--- config.mk ---
export PLATFORM = sky130hd
export DESIGN_NAME = cmmd_queue
export DESIGN_NICKNAME = d
export VERILOG_FILES = /design/src/rtl/cmmd_pkg.sv /design/src/rtl/cmmd_queue.sv
export SDC_FILE = /design/constraint.sdc
export NUM_CORES = 1
export LEC_CHECK = 0
export BUFFER_PORTS_ARGS = -buffer_cell sky130_fd_sc_hd__buf_2
export CORE_UTILIZATION = 44
export DETAILED_ROUTE_END_ITERATION = 6
export PLACE_DENSITY = 0.69
export SYNTH_ARGS = -nofsm -noshare
export SYNTH_HDL_FRONTEND = slang
export SYNTH_SLANG_ARGS = --single-unit
--- constraint.sdc ---
create_clock -name clock -period 3 [get_ports clock]
set_clock_uncertainty 0.2 [all_clocks]
set_input_delay 0.45 -clock clock [delete_from_list [all_inputs] [get_ports clock]]
set_output_delay 0.45 -clock clock [all_outputs]
set_load 0.03 [all_outputs]
--- src/rtl/cmmd_pkg.sv ---
package cmmd_pkg;

   localparam int ADDR_W     = 16;
   localparam int BYTE_W     = 8;
   localparam int TARGET_W   = 4;
   localparam int OFFSET_W   = 15;
   localparam int RAM_IDX_W  = 13;

   localparam int QUEUE_DEPTH = 4;
   localparam int QPTR_W      = $clog2(QUEUE_DEPTH);
   localparam int QCNT_W      = $clog2(QUEUE_DEPTH + 1);

   // Target codes as seen on the result channel.
   localparam logic [TARGET_W-1:0] TGT_NONE = 4'd0;
   localparam logic [TARGET_W-1:0] TGT_BOOT = 4'd1;
   localparam logic [TARGET_W-1:0] TGT_ROM0 = 4'd2;
   localparam logic [TARGET_W-1:0] TGT_ROMN = 4'd3;
   localparam logic [TARGET_W-1:0] TGT_VRAM = 4'd4;
   localparam logic [TARGET_W-1:0] TGT_ERAM = 4'd5;
   localparam logic [TARGET_W-1:0] TGT_OAM  = 4'd6;
   localparam logic [TARGET_W-1:0] TGT_VIO  = 4'd7;
   localparam logic [TARGET_W-1:0] TGT_BANK = 4'd8;

   localparam logic [ADDR_W-1:0] ADDR_BOOT_EXIT = 16'h0100;
   localparam logic [ADDR_W-1:0] ADDR_IF        = 16'hFF0F;
   localparam logic [ADDR_W-1:0] ADDR_IE        = 16'hFFFF;
   localparam logic [ADDR_W-1:0] ADDR_OAM_END   = 16'hFEA0;
   localparam logic [ADDR_W-1:0] ADDR_VIO_LO    = 16'hFF40;
   localparam logic [ADDR_W-1:0] ADDR_VIO_HI    = 16'hFF4C;

   // What the back end has to do with an item beyond forwarding it.
   typedef enum logic [2:0] {
      KIND_NONE = 3'd0,
      KIND_WRAM = 3'd1,
      KIND_HRAM = 3'd2,
      KIND_IF   = 3'd3,
      KIND_IE   = 3'd4
   } kind_type;

   typedef struct packed {
      logic                   is_write;
      logic [TARGET_W-1:0]    target;
      logic [OFFSET_W-1:0]    offset;
      logic [BYTE_W-1:0]      data;
      kind_type               kind;
      logic [RAM_IDX_W-1:0]   ram_idx;
   } entry_type;

endpackage

--- src/rtl/cmmd_queue.sv ---
module cmmd_queue import cmmd_pkg::*; (
   input  logic               clock,
   input  logic               reset,
   input  logic               push,
   input  entry_type          push_entry,
   output logic               push_ready,
   input  logic               pop,
   output logic               pop_valid,
   output entry_type          pop_entry,
   output logic [QCNT_W-1:0]  count
);

   entry_type           slot_ff [QUEUE_DEPTH];
   logic [QPTR_W-1:0]   wr_ptr_ff, wr_ptr_in;
   logic [QPTR_W-1:0]   rd_ptr_ff, rd_ptr_in;
   logic [QCNT_W-1:0]   count_ff, count_in;

   assign push_ready = count_ff != QCNT_W'(QUEUE_DEPTH);
   assign pop_valid  = count_ff != '0;
   assign pop_entry  = slot_ff[rd_ptr_ff];
   assign count      = count_ff;

   always_comb begin
      wr_ptr_in = push ? wr_ptr_ff + 1'b1 : wr_ptr_ff;
      rd_ptr_in = pop ? rd_ptr_ff + 1'b1 : rd_ptr_ff;
      count_in  = count_ff + QCNT_W'(push) - QCNT_W'(pop);
   end

   always_ff @(posedge clock) begin
      if (reset) begin
         wr_ptr_ff <= '0;
         rd_ptr_ff <= '0;
         count_ff  <= '0;
      end else begin
         wr_ptr_ff <= wr_ptr_in;
         rd_ptr_ff <= rd_ptr_in;
         count_ff  <= count_in;
      end
   end

   always_ff @(posedge clock) begin
      if (push) begin
         slot_ff[wr_ptr_ff] <= push_entry;
      end
   end

endmodule

==> summary.txt <==
Worst setup path
  • Critical path required time: roughly 2400 ps
  • WS Path Type: flip-flop to output pin
  • Worst Setup Start Kind: flip-flop
  • Arr. time, crit path: about 2100 ps
  • CP Buf/Inv Count: 2
  • Crit path max-delay family: flip-flops
  • Setup crit end kind: output pin
  • Slowest cell delay on critical path: just under 600 ps
  • Critical-path top delay cell: dfxtp_4
  • Reg2Reg Setup Slack: about 1200 ps
  • CP max FO: 17
  • RR Startpoint: wr_ptr_ff[0]
  • Capturing point of the worst reg2reg path: slot_ff[2][28]
  • Reg2Reg Depth: 4
  • CP Cell Sequence: buf_4, mux4_2, buf_2

Logic synthesis
  • Async S/R FF share, synth: 0%
  • Synth cell count leaders: edfxtp_1, mux4_2, dfxtp_1
  • Netlist Area Pre-Place: a little under 0.007 mm2
  • Largest family of logic cells by synthesized area: multiplexers
  • Post-Synth XOR/XNOR Area: less than 1%
  • Most frequent cell after synthesis: edfxtp_1
  • Area leader, netlist: edfxtp_1
  • Synth Flop Type: edfxtp_1
  • Post-Syn Nets: 328
  • Sequential fraction of the synthesis area: 79.8%
  • Portion of netlist area occupied by mux cells: between 10% and 20%
  • Largest cells by area after synthesis: edfxtp_1, mux4_2, dfxtp_1
  • Yosys top cell area share: slightly below 80%
  • Unique masters post-synth: 23
  • Mapped Avg Cell Area: 25.1 um2
  • Adder-Cell Fraction of Synth Area: 1.39%
  • Synthesis-stage register bit count: 185
  • Synth Area in Simple Gates: 1.10%
  • Compound-Gate Fraction of Synth Area: 0.219%
  • Post-synth EDFFs: 176
  • Syn Inst Count: 273
  • Warnings, synthesis: 0

CTS
  • Clk pin slew, worst setup/hold paths: ~60 ps
  • CTS tree: yes
  • CTS-repair resized insts: 0
  • CTS root buffer: clkbuf_16
  • Max Buffers Root-to-Sink: 2
  • Worst skew pair latency: ~420 ps
  • Hold-fix buffers, CTS: 0
  • TritonCTS Sinks: 185
  • H-Tree Depth: 4
  • Clock buffer count from CTS: 17
  • Setup bufs post-CTS: 0

Routing
  • Avg WL per Cell: ~20 um
  • Iter 0 DRT Violations: approximately 200
  • Residual DRC: 0
  • Final wirelength: 11.5 mm
  • Total number of vias: 3081
  • Routed Antenna Nets: 0
  • Vias per cell: 5.27
  • DRT Pass-1 Iters: 4

Place
  • Worst slack, placed: 682 ps
  • Post-DP HPWL: 6.96 mm
  • Placed Area: 0.00758 mm2
  • Placed cells: 553
  • Routability cong.: slightly below 0.7
  • Port buffer count: 96

Timing
  • Period minus WS final: between 2000 and 3000 ps
  • Hold Vio Cnt, Final: 0
  • Final hold slack: 39.3 ps
  • Slew margin rel.: between 60% and 70%
  • PnR worst setup slack: between 300 and 400 ps
  • Max Slew Vio Count: 0
  • Final cycle utilization of the critical path: 89.9%
  • Setup-failing EPs final: 0
  • Max Freq: around 0.37 GHz
  • RSZ-0062 raised after global routing: no
  • Setup TNS: 0 ps
  • Worst Tran Pin Value: 499 ps

Floorplan
  • Die width: 127 um
  • Core ar.: 0.0152 mm2
  • Floorplan row count: 45
  • Initial core utilization: 45.0%
  • Die area: 0.0161 mm2
  • I/O pin cnt: between 90 and 100
  • Die H: 127 um

Finish
  • # fillers: between 1000 and 1500
  • Final Non-Filler Cells: 585
  • Nets: 439
  • Synth-to-Final Area Change: 19.2%
  • Layout cells sized above 1: 44.6%
  • Diode count: 0
  • Fin area: 0.00816 mm2

Worst hold path
  • Hold EP: slot_ff[0][5]
  • Hold path cells: 1
  • Min-Delay Path Class: input pin to flip-flop
  • Hold_sp: push_entry[5]

Global route
  • Gr usage total: between 15 and 20%
  • Pin count of the biggest net entering global routing: 35
  • Vias in the first global route: 3336
  • Grt ovf: 0
  • Global-route wire length before repair: 17.9 mm
  • Initial antenna violation count: 1

Power and ir drop
  • Worst VDD drop: ~380 uV
  • Leak Pwr: 0.00280 uW
  • Cell Pwr Density: 732 mW/mm2

Run status
  • Status: completed

Flow run
  • Max Cap Viol: 0
## cells in the final DEF (no fill, tap or decap)
master      count
clkbuf_16      17
nand3b_1        1
dfxtp_2         1
bufinv_16       3
or3_1           1
nand2_1         1
mux2i_1         1
dfxtp_1         7
inv_6           2
clkinv_4        1
nor2_1          7
a21bo_2         1
inv_1           5
clkinv_2        3
mux4_1          4
fa_1            1
clkbuf_1        3
and2_2          4
buf_4           1
clkinv_1        2
xnor2_1         2
buf_12          6
a21oi_1         1
edfxtp_1      176
buf_2          96
xnor3_1         1
nor2b_1         1
ha_1            6
clkinvlp_4      1
dfxtp_4         1
mux4_2         40
## cells by family after synthesis
kind of cell | count (synthesis)
muxes | 45
adders and majority gates | 7
buffers and inverters | 16
and+or+nand+nor | 15
AOI/OAI and AO/OA | 2
xor gates and xnor gates | 3
DFF | 185
## worst max-delay path by stage
| stage | startpoint | endpoint | cells past startpoint |
|---|---|---|---|
| floorplan | wr_ptr_ff[0] | slot_ff[2][0] | 3 |
| global placement | flip-flop | pop_entry[8] | 3 |
| detailed placement | flip-flop | pop_entry[8] | 3 |
| CTS | flip-flop | pop_entry[8] | 3 |
| global route | flip-flop | pop_entry[1] | 3 |
| finish | flip-flop | pop_entry[8] | 3 |
## per-layer routing
| metal | global-route usage (%) | routed length [um] | vias to the layer above |
|---|---|---|---|
| met1 | 18.8 | 4990 | 1621 |
| met3 | 6.12 | 638 | 11 |
| li1 | - | - | 1367 |
| met5 | 0 | 12 | - |
| met2 | 25.9 | 5780 | 80 |
| met4 | 5.46 | 100 | 2 |
## final cells by class
| type | count | area (um2) | area share [%] |
|---|---|---|---|
| flip-flops and latches | 185 | 5470 | 67.0 |
| multi-input cells | 72 | 1250 | 15.3 |
| clock inverters | 12 | 146 | 1.79 |
| inverters | 5 | 18.8 | 0.230 |
| repair buffers | 103 | 608 | 7.45 |
| clock buffers | 20 | 437 | 5.35 |
| well taps | 188 | 235 | 2.88 |
## report_power, final
part | switching (uW) | leakage, uW | internal, uW | total (uW)
logic | 456 | 0.000821 | 294 | 750
clock network | 886 | 0.000284 | 1310 | 2190
registers | 62.4 | 0.00169 | 2970 | 3030
## through the flow
stage          utilization (%)  total power (uW)
2_1_floorplan                -              3620
3_3_place_gp              49.9              3830
3_5_place_dp              49.9              3850
4_1_cts                   53.7              6040
5_1_grt                   53.7              6190
6_report                  53.7              5970
## state kept, by name, summed over array words and instances (netlist names), named ones only
register and flops:
slot_ff 176, wr_ptr_ff 2, count 3, rd_ptr_ff 2
Power figures use the tool's default switching activity.
