[config.mk]
export PLATFORM = sky130hd
export DESIGN_NAME = cmmd_front
export DESIGN_NICKNAME = d
export VERILOG_FILES = /design/src/rtl/cmmd_pkg.sv /design/src/rtl/cmmd_front.sv
export SDC_FILE = /design/constraint.sdc
export NUM_CORES = 1
export LEC_CHECK = 0
export BUFFER_PORTS_ARGS = -buffer_cell sky130_fd_sc_hd__buf_4
export CAP_MARGIN = 10
export CORE_MARGIN = 2
export CORE_UTILIZATION = 33
export DETAILED_ROUTE_END_ITERATION = 16
export PLACE_DENSITY = 0.84
export SLEW_MARGIN = 40
export SYNTH_ARGS = -nofsm -noshare
export SYNTH_HDL_FRONTEND = slang
export SYNTH_SLANG_ARGS = --single-unit
[constraint.sdc]
create_clock -name clock -period 1.1 [get_ports clock]
set_input_delay 0.055 -clock clock [delete_from_list [all_inputs] [get_ports clock]]
set_output_delay 0.055 -clock clock [all_outputs]
set_load 0.02 [all_outputs]
[src/rtl/cmmd_pkg.sv]
package cmmd_pkg;

   localparam int ADDR_W     = 16;
   localparam int BYTE_W     = 8;
   localparam int TARGET_W   = 4;
   localparam int OFFSET_W   = 15;
   localparam int RAM_IDX_W  = 13;

   localparam int QUEUE_DEPTH = 4;
   localparam int QPTR_W      = $clog2(QUEUE_DEPTH);
   localparam int QCNT_W      = $clog2(QUEUE_DEPTH + 1);

   // Target codes as seen on the result channel.
   localparam logic [TARGET_W-1:0] TGT_NONE = 4'd0;
   localparam logic [TARGET_W-1:0] TGT_BOOT = 4'd1;
   localparam logic [TARGET_W-1:0] TGT_ROM0 = 4'd2;
   localparam logic [TARGET_W-1:0] TGT_ROMN = 4'd3;
   localparam logic [TARGET_W-1:0] TGT_VRAM = 4'd4;
   localparam logic [TARGET_W-1:0] TGT_ERAM = 4'd5;
   localparam logic [TARGET_W-1:0] TGT_OAM  = 4'd6;
   localparam logic [TARGET_W-1:0] TGT_VIO  = 4'd7;
   localparam logic [TARGET_W-1:0] TGT_BANK = 4'd8;

   localparam logic [ADDR_W-1:0] ADDR_BOOT_EXIT = 16'h0100;
   localparam logic [ADDR_W-1:0] ADDR_IF        = 16'hFF0F;
   localparam logic [ADDR_W-1:0] ADDR_IE        = 16'hFFFF;
   localparam logic [ADDR_W-1:0] ADDR_OAM_END   = 16'hFEA0;
   localparam logic [ADDR_W-1:0] ADDR_VIO_LO    = 16'hFF40;
   localparam logic [ADDR_W-1:0] ADDR_VIO_HI    = 16'hFF4C;

   // What the back end has to do with an item beyond forwarding it.
   typedef enum logic [2:0] {
      KIND_NONE = 3'd0,
      KIND_WRAM = 3'd1,
      KIND_HRAM = 3'd2,
      KIND_IF   = 3'd3,
      KIND_IE   = 3'd4
   } kind_type;

   typedef struct packed {
      logic                   is_write;
      logic [TARGET_W-1:0]    target;
      logic [OFFSET_W-1:0]    offset;
      logic [BYTE_W-1:0]      data;
      kind_type               kind;
      logic [RAM_IDX_W-1:0]   ram_idx;
   } entry_type;

endpackage

[src/rtl/cmmd_front.sv]
module cmmd_front import cmmd_pkg::*; #(
   parameter int HIGH_RAM_BYTES = 128
) (
   input  logic               clock,
   input  logic               reset,
   input  logic               in_valid,
   output logic               in_ready,
   input  logic               opcode,
   input  logic [ADDR_W-1:0]  address,
   input  logic [BYTE_W-1:0]  write_data,
   input  logic               queue_ready,
   input  logic               hold,
   output logic               push,
   output entry_type          entry
);

   localparam logic [7:0] HR_LIMIT = 8'(HIGH_RAM_BYTES);

   logic overlay_ff;
   logic overlay_in;

   assign in_ready = queue_ready && !hold;
   assign push     = in_valid && in_ready;

   always_comb begin
      entry          = '0;
      entry.is_write = opcode;
      entry.data     = opcode ? write_data : '0;
      entry.kind     = KIND_NONE;
      entry.target   = TGT_NONE;
      entry.offset   = '0;
      entry.ram_idx  = address[RAM_IDX_W-1:0];
      overlay_in     = overlay_ff;
      priority if (!address[15]) begin
         if (opcode) begin
            entry.target = TGT_BANK;
            entry.offset = address[OFFSET_W-1:0];
         end else if (!address[14]) begin
            if (overlay_ff && address[15:8] == 8'h00) begin
               entry.target = TGT_BOOT;
            end else begin
               entry.target = TGT_ROM0;
               if (address == ADDR_BOOT_EXIT && push) begin
                  overlay_in = 1'b0;
               end
            end
            entry.offset = address[OFFSET_W-1:0];
         end else begin
            entry.target = TGT_ROMN;
            entry.offset = {1'b0, address[13:0]};
         end
      end else if (address[15:13] == 3'b100) begin
         entry.target = TGT_VRAM;
         entry.offset = {2'b00, address[12:0]};
      end else if (address[15:13] == 3'b101) begin
         entry.target = TGT_ERAM;
         entry.offset = {2'b00, address[12:0]};
      end else if (address[15:9] != 7'h7F) begin
         // Work RAM and its echo share the low 13 address bits.
         entry.kind = KIND_WRAM;
      end else if (address[15:8] == 8'hFE) begin
         if (address < ADDR_OAM_END) begin
            entry.target = TGT_OAM;
            entry.offset = {7'd0, address[7:0]};
         end
      end else if (!address[7]) begin
         if (address == ADDR_IF) begin
            entry.kind = KIND_IF;
         end else if (address >= ADDR_VIO_LO && address < ADDR_VIO_HI) begin
            entry.target = TGT_VIO;
            entry.offset = {11'd0, address[3:0]};
         end
      end else if (address == ADDR_IE) begin
         entry.kind = KIND_IE;
      end else if ({1'b0, address[6:0]} < HR_LIMIT) begin
         entry.kind = KIND_HRAM;
      end
   end

   always_ff @(posedge clock) begin
      if (reset) begin
         overlay_ff <= 1'b1;
      end else begin
         overlay_ff <= overlay_in;
      end
   end

endmodule

==> flow_results.org <==
** Drt
- The detail route stage leaves a number of antenna-violating nets equal to 0.
- Final wirelength :: 2380 µm
- For this run, design rule violations remaining after detail routing come to 0.
- Number of DRC markers after the initial detailed-route iteration :: 8
- The first TritonRoute pass finished after 4 iterations.
- Count of vias placed by the detailed router :: 926
- Routed length per instance :: 13.1 µm
- Average vias per placed instance :: 5.09

** Cells and area
- The filler cells instantiated in the layout total 155.
- Post-layout instance count excluding filler cells :: 182
- Net count of the finished layout :: 189
- In the final layout, the share of cells above drive strength 1 is 58.6%.
- Number of diodes added for antenna fixing :: 0
- Number of flip-flops under the largest register name :: 1
- At the end of the flow the core is filled with cells to 67.7%.
- Area growth syn-to-layout :: 89.5%
- Leading cell type in the layout, fill and taps excluded :: sky130_fd_sc_hd__buf_4
- Top Registers :: overlay_ff: 1 flops
- Once layout is done, the placed cells without fillers occupy 1190 µm².
- The register with the most flip-flops in the final layout is overlay_ff.
- Most frequent cells in the layout :: 81 x sky130_fd_sc_hd__buf_4, 13 x sky130_fd_sc_hd__and2_1, 8 x sky130_fd_sc_hd__nand2_1

** Critical path
- CP Cell Sequence :: buf_4 -> nor4_1 -> nand4_1 -> o2bb2ai_1 -> buf_4
- For the worst setup path, the data arrival time is 1070 ps.
- The critical path in this run is classified as input port to output port.
- RR Endpoint :: overlay_ff
- Cell mode on critical path :: sky130_fd_sc_hd__buf_4
- Data on the critical path is required at its endpoint by 1040 ps.
- On the worst path, the slowest cell contributes a delay of 430 ps.
- Category of the worst setup path launch point :: input port
- Slowest cell on the critical path :: sky130_fd_sc_hd__nor4_1
- Length in cells of the worst reg-to-reg path :: 1
- Across all register-to-register paths, the minimum setup slack is 470 ps.
- Launch point of the worst reg-to-reg path :: overlay_ff
- Along the worst path, the maximum fanout reaches 6.
- Critical Path Sink Type :: output port

** Placement
- After detailed placement, the design holds a cell count of 182.
- Placed Area :: 1160 µm²
- Detailed placement ended at an HPWL of 1970 µm.
- Port buffer count :: 75
- Worst slack at placement :: -24.2 ps
- Last weighted congestion value of the routability-driven placer :: 0.775

** Logic synthesis
- Counting distinct cell types in the post-synthesis netlist gives 35.
- Yosys mapped a number of flops with a built-in enable equal to 0.
- Mean post-synth cell area :: 6.78 µm²
- Number of synthesized register bits :: 1
- Post-synth top flop :: sky130_fd_sc_hd__dfxtp_1
- Synthesis produced a netlist with a net count of 123.
- The synthesized netlist occupies a cell area of 631 µm².
- Summing the sequential cell areas from Yosys gives 3.17% of the chip area.
- Share of synthesized registers carrying an async set or reset :: 0%
- Total of warnings raised by yosys :: 0
- Synthesis produced 93 cells.

** Power and ir drop
- Lkg Pwr :: 0.000585 µW
- Worst VDD drop :: 0.000269 V
- Net switching is 49.6% of the power.
- Clock network power share :: 0%
- Per report_power, the sequential group accounts for 6.5% of the total.
- The share of total power dissipated in combinational logic is 93.5%.
- Power spread over the standard cell area amounts to 474 nW/µm².
- NetSw :: 281 µW
- The internal power of the cells totals 286 µW.

** Run
- Max-cap check violation count :: 0

** Global route
- Aggregate global-route resource usage :: 19.0%
- Wire length of the first global-routing pass :: 3280 µm
- Residual overflow from global routing :: 0
- The number of global-route vias before repair was 846.
- Number of antenna violations at the first check in global routing :: 0
- Pin count of the biggest net entering global routing :: 13

** Floorplanning
- Pin placement for this block handled 76 I/O pins.
- For this configuration, the core starts out at a cell density of 35.7%.
- From left edge to right edge, the die measures 47.7 µm.
- The die is 47.7 µm tall.
- The floorplan step defined a die boundary enclosing 2280 µm².
- Core area :: 1760 µm²
- Total number of placement rows :: 15

** Timing
- Achievable Freq :: 0.889 GHz
- The worst pin sits at a relative slew slack of 71.2%.
- Setup total negative slack on the finished layout was measured at -27.9 ps.
- Actual transition at the worst max-transition pin :: 428 ps
- The clock arrives with 0 ps of skew.
- Setup repair after global routing could not meet its margin everywhere.
- Across all setup checks in the final design, the least slack found is -24.7 ps.
- Hold violation total from the final report :: 0
- Of the available clock period, the critical path in the final layout requires 102%.
- The routed design could run at a clock period as short as 1120 ps.
- Slew Limit Fails :: 0
- Final setup vio count :: 2

** Run status
- Outcome :: finished with violations
- Violated checks :: negative setup slack

** Hold path
- The worst hold path passes through 2 cells.
- Path type of the worst min-delay path :: input port to flip-flop
- In this run the most critical hold path is launched from reset.
- The path with the worst hold slack has its endpoint at overlay_ff.

** Clock tree
- Hold buffer count at CTS :: 0
- Source-to-sink clock delay at the later pin of the worst-skew pair :: 0 ps
- After clock tree synthesis, the clock-pin slew on the worst setup and hold paths is 0 ps.
- Post-CTS Setup Inserts :: 0
[per-layer routing]
| layer | track usage (%) | share of wire, % |
|---|---|---|
| met5 | 0 | 0 |
| met4 | 1.62 | 0 |
| met3 | 0.755 | 7.2 |
| met2 | 36.5 | 52 |
| met1 | 23.9 | 40 |
[worst max path at each step]
stage	slack [ps]	from	depth (start not counted)	endpoint
2_1_floorplan	-3	address[9]	4	entry[15]
3_3_place_gp	2	address[15]	5	entry[40]
3_5_place_dp	-20	address[7]	5	entry[24]
4_1_cts	0.2	address[15]	5	entry[40]
5_1_grt	-70	address[5]	5	entry[40]
6_report	-20	address[15]	5	entry[40]
[power by group through the flow]
| stage | clock network, µW | logic [µW] | registers, µW |
|---|---|---|---|
| final | 0 | 530 | 37.0 |
| after global routing | 0 | 559 | 37.0 |
| after CTS | 0 | 518 | 37.0 |
| after detailed placement | 0 | 517 | 37.0 |
| after global placement | 0 | 507 | 37.0 |
| after floorplan | 0 | 276 | 37.0 |
[worst max-delay path: cells and delay by family]
kind,cells,cell delay [ps]
AOI/OAI and AO/OA,1,140
buffers and inverters,2,300
and+or+nand+nor,2,570
[final cells by class]
| type | instances | area [µm²] | share of cell area (%) |
|---|---|---|---|
| Inverter | 2 | 7.51 | 0.628 |
| Multi-Input combinational cell | 71 | 502 | 42.0 |
| Sequential cell | 1 | 20.0 | 1.68 |
| Tap cell | 25 | 31.3 | 2.62 |
| Timing Repair Buffer | 83 | 634 | 53.1 |
[Yosys cell counts, types with 2 or more instances]
cell / n / area, µm²
sky130_fd_sc_hd__buf_4: 15 / 113
sky130_fd_sc_hd__and2_1: 13 / 81.3
sky130_fd_sc_hd__nand2_1: 8 / 30.0
sky130_fd_sc_hd__nor2b_1: 7 / 43.8
sky130_fd_sc_hd__o21ai_1: 5 / 25.0
sky130_fd_sc_hd__nand3_1: 4 / 20.0
sky130_fd_sc_hd__nand4_1: 4 / 25.0
sky130_fd_sc_hd__nor2_1: 4 / 15.0
sky130_fd_sc_hd__a21oi_1: 2 / 10.0
sky130_fd_sc_hd__and4_1: 2 / 17.5
sky130_fd_sc_hd__buf_2: 2 / 10.0
sky130_fd_sc_hd__inv_1: 2 / 7.51
sky130_fd_sc_hd__nand3b_1: 2 / 15.0
sky130_fd_sc_hd__nor3_1: 2 / 10.0
[logic make-up after synthesis]
logic type / count (synthesis) / synth area share [%]
flops: 1 / 3.17
buf+inv: 21 / 23.0
compound gates: 18 / 20.8
simple gates: 53 / 53.0
[what timing repair did]
item | in CTS | in global routing
resized for setup | 1 | 7
endpoints found under the setup margin | 8 | 11
pin swaps | 2 | 9
[stage by stage]
step           hold slack [ps]  power, µW
6_report                   291        567
3_3_place_gp               291        544
2_1_floorplan              185        313
5_1_grt                    304        596
3_5_place_dp               291        554
4_1_cts                    291        555
Note: power is estimated with default switching activity, not from simulation.
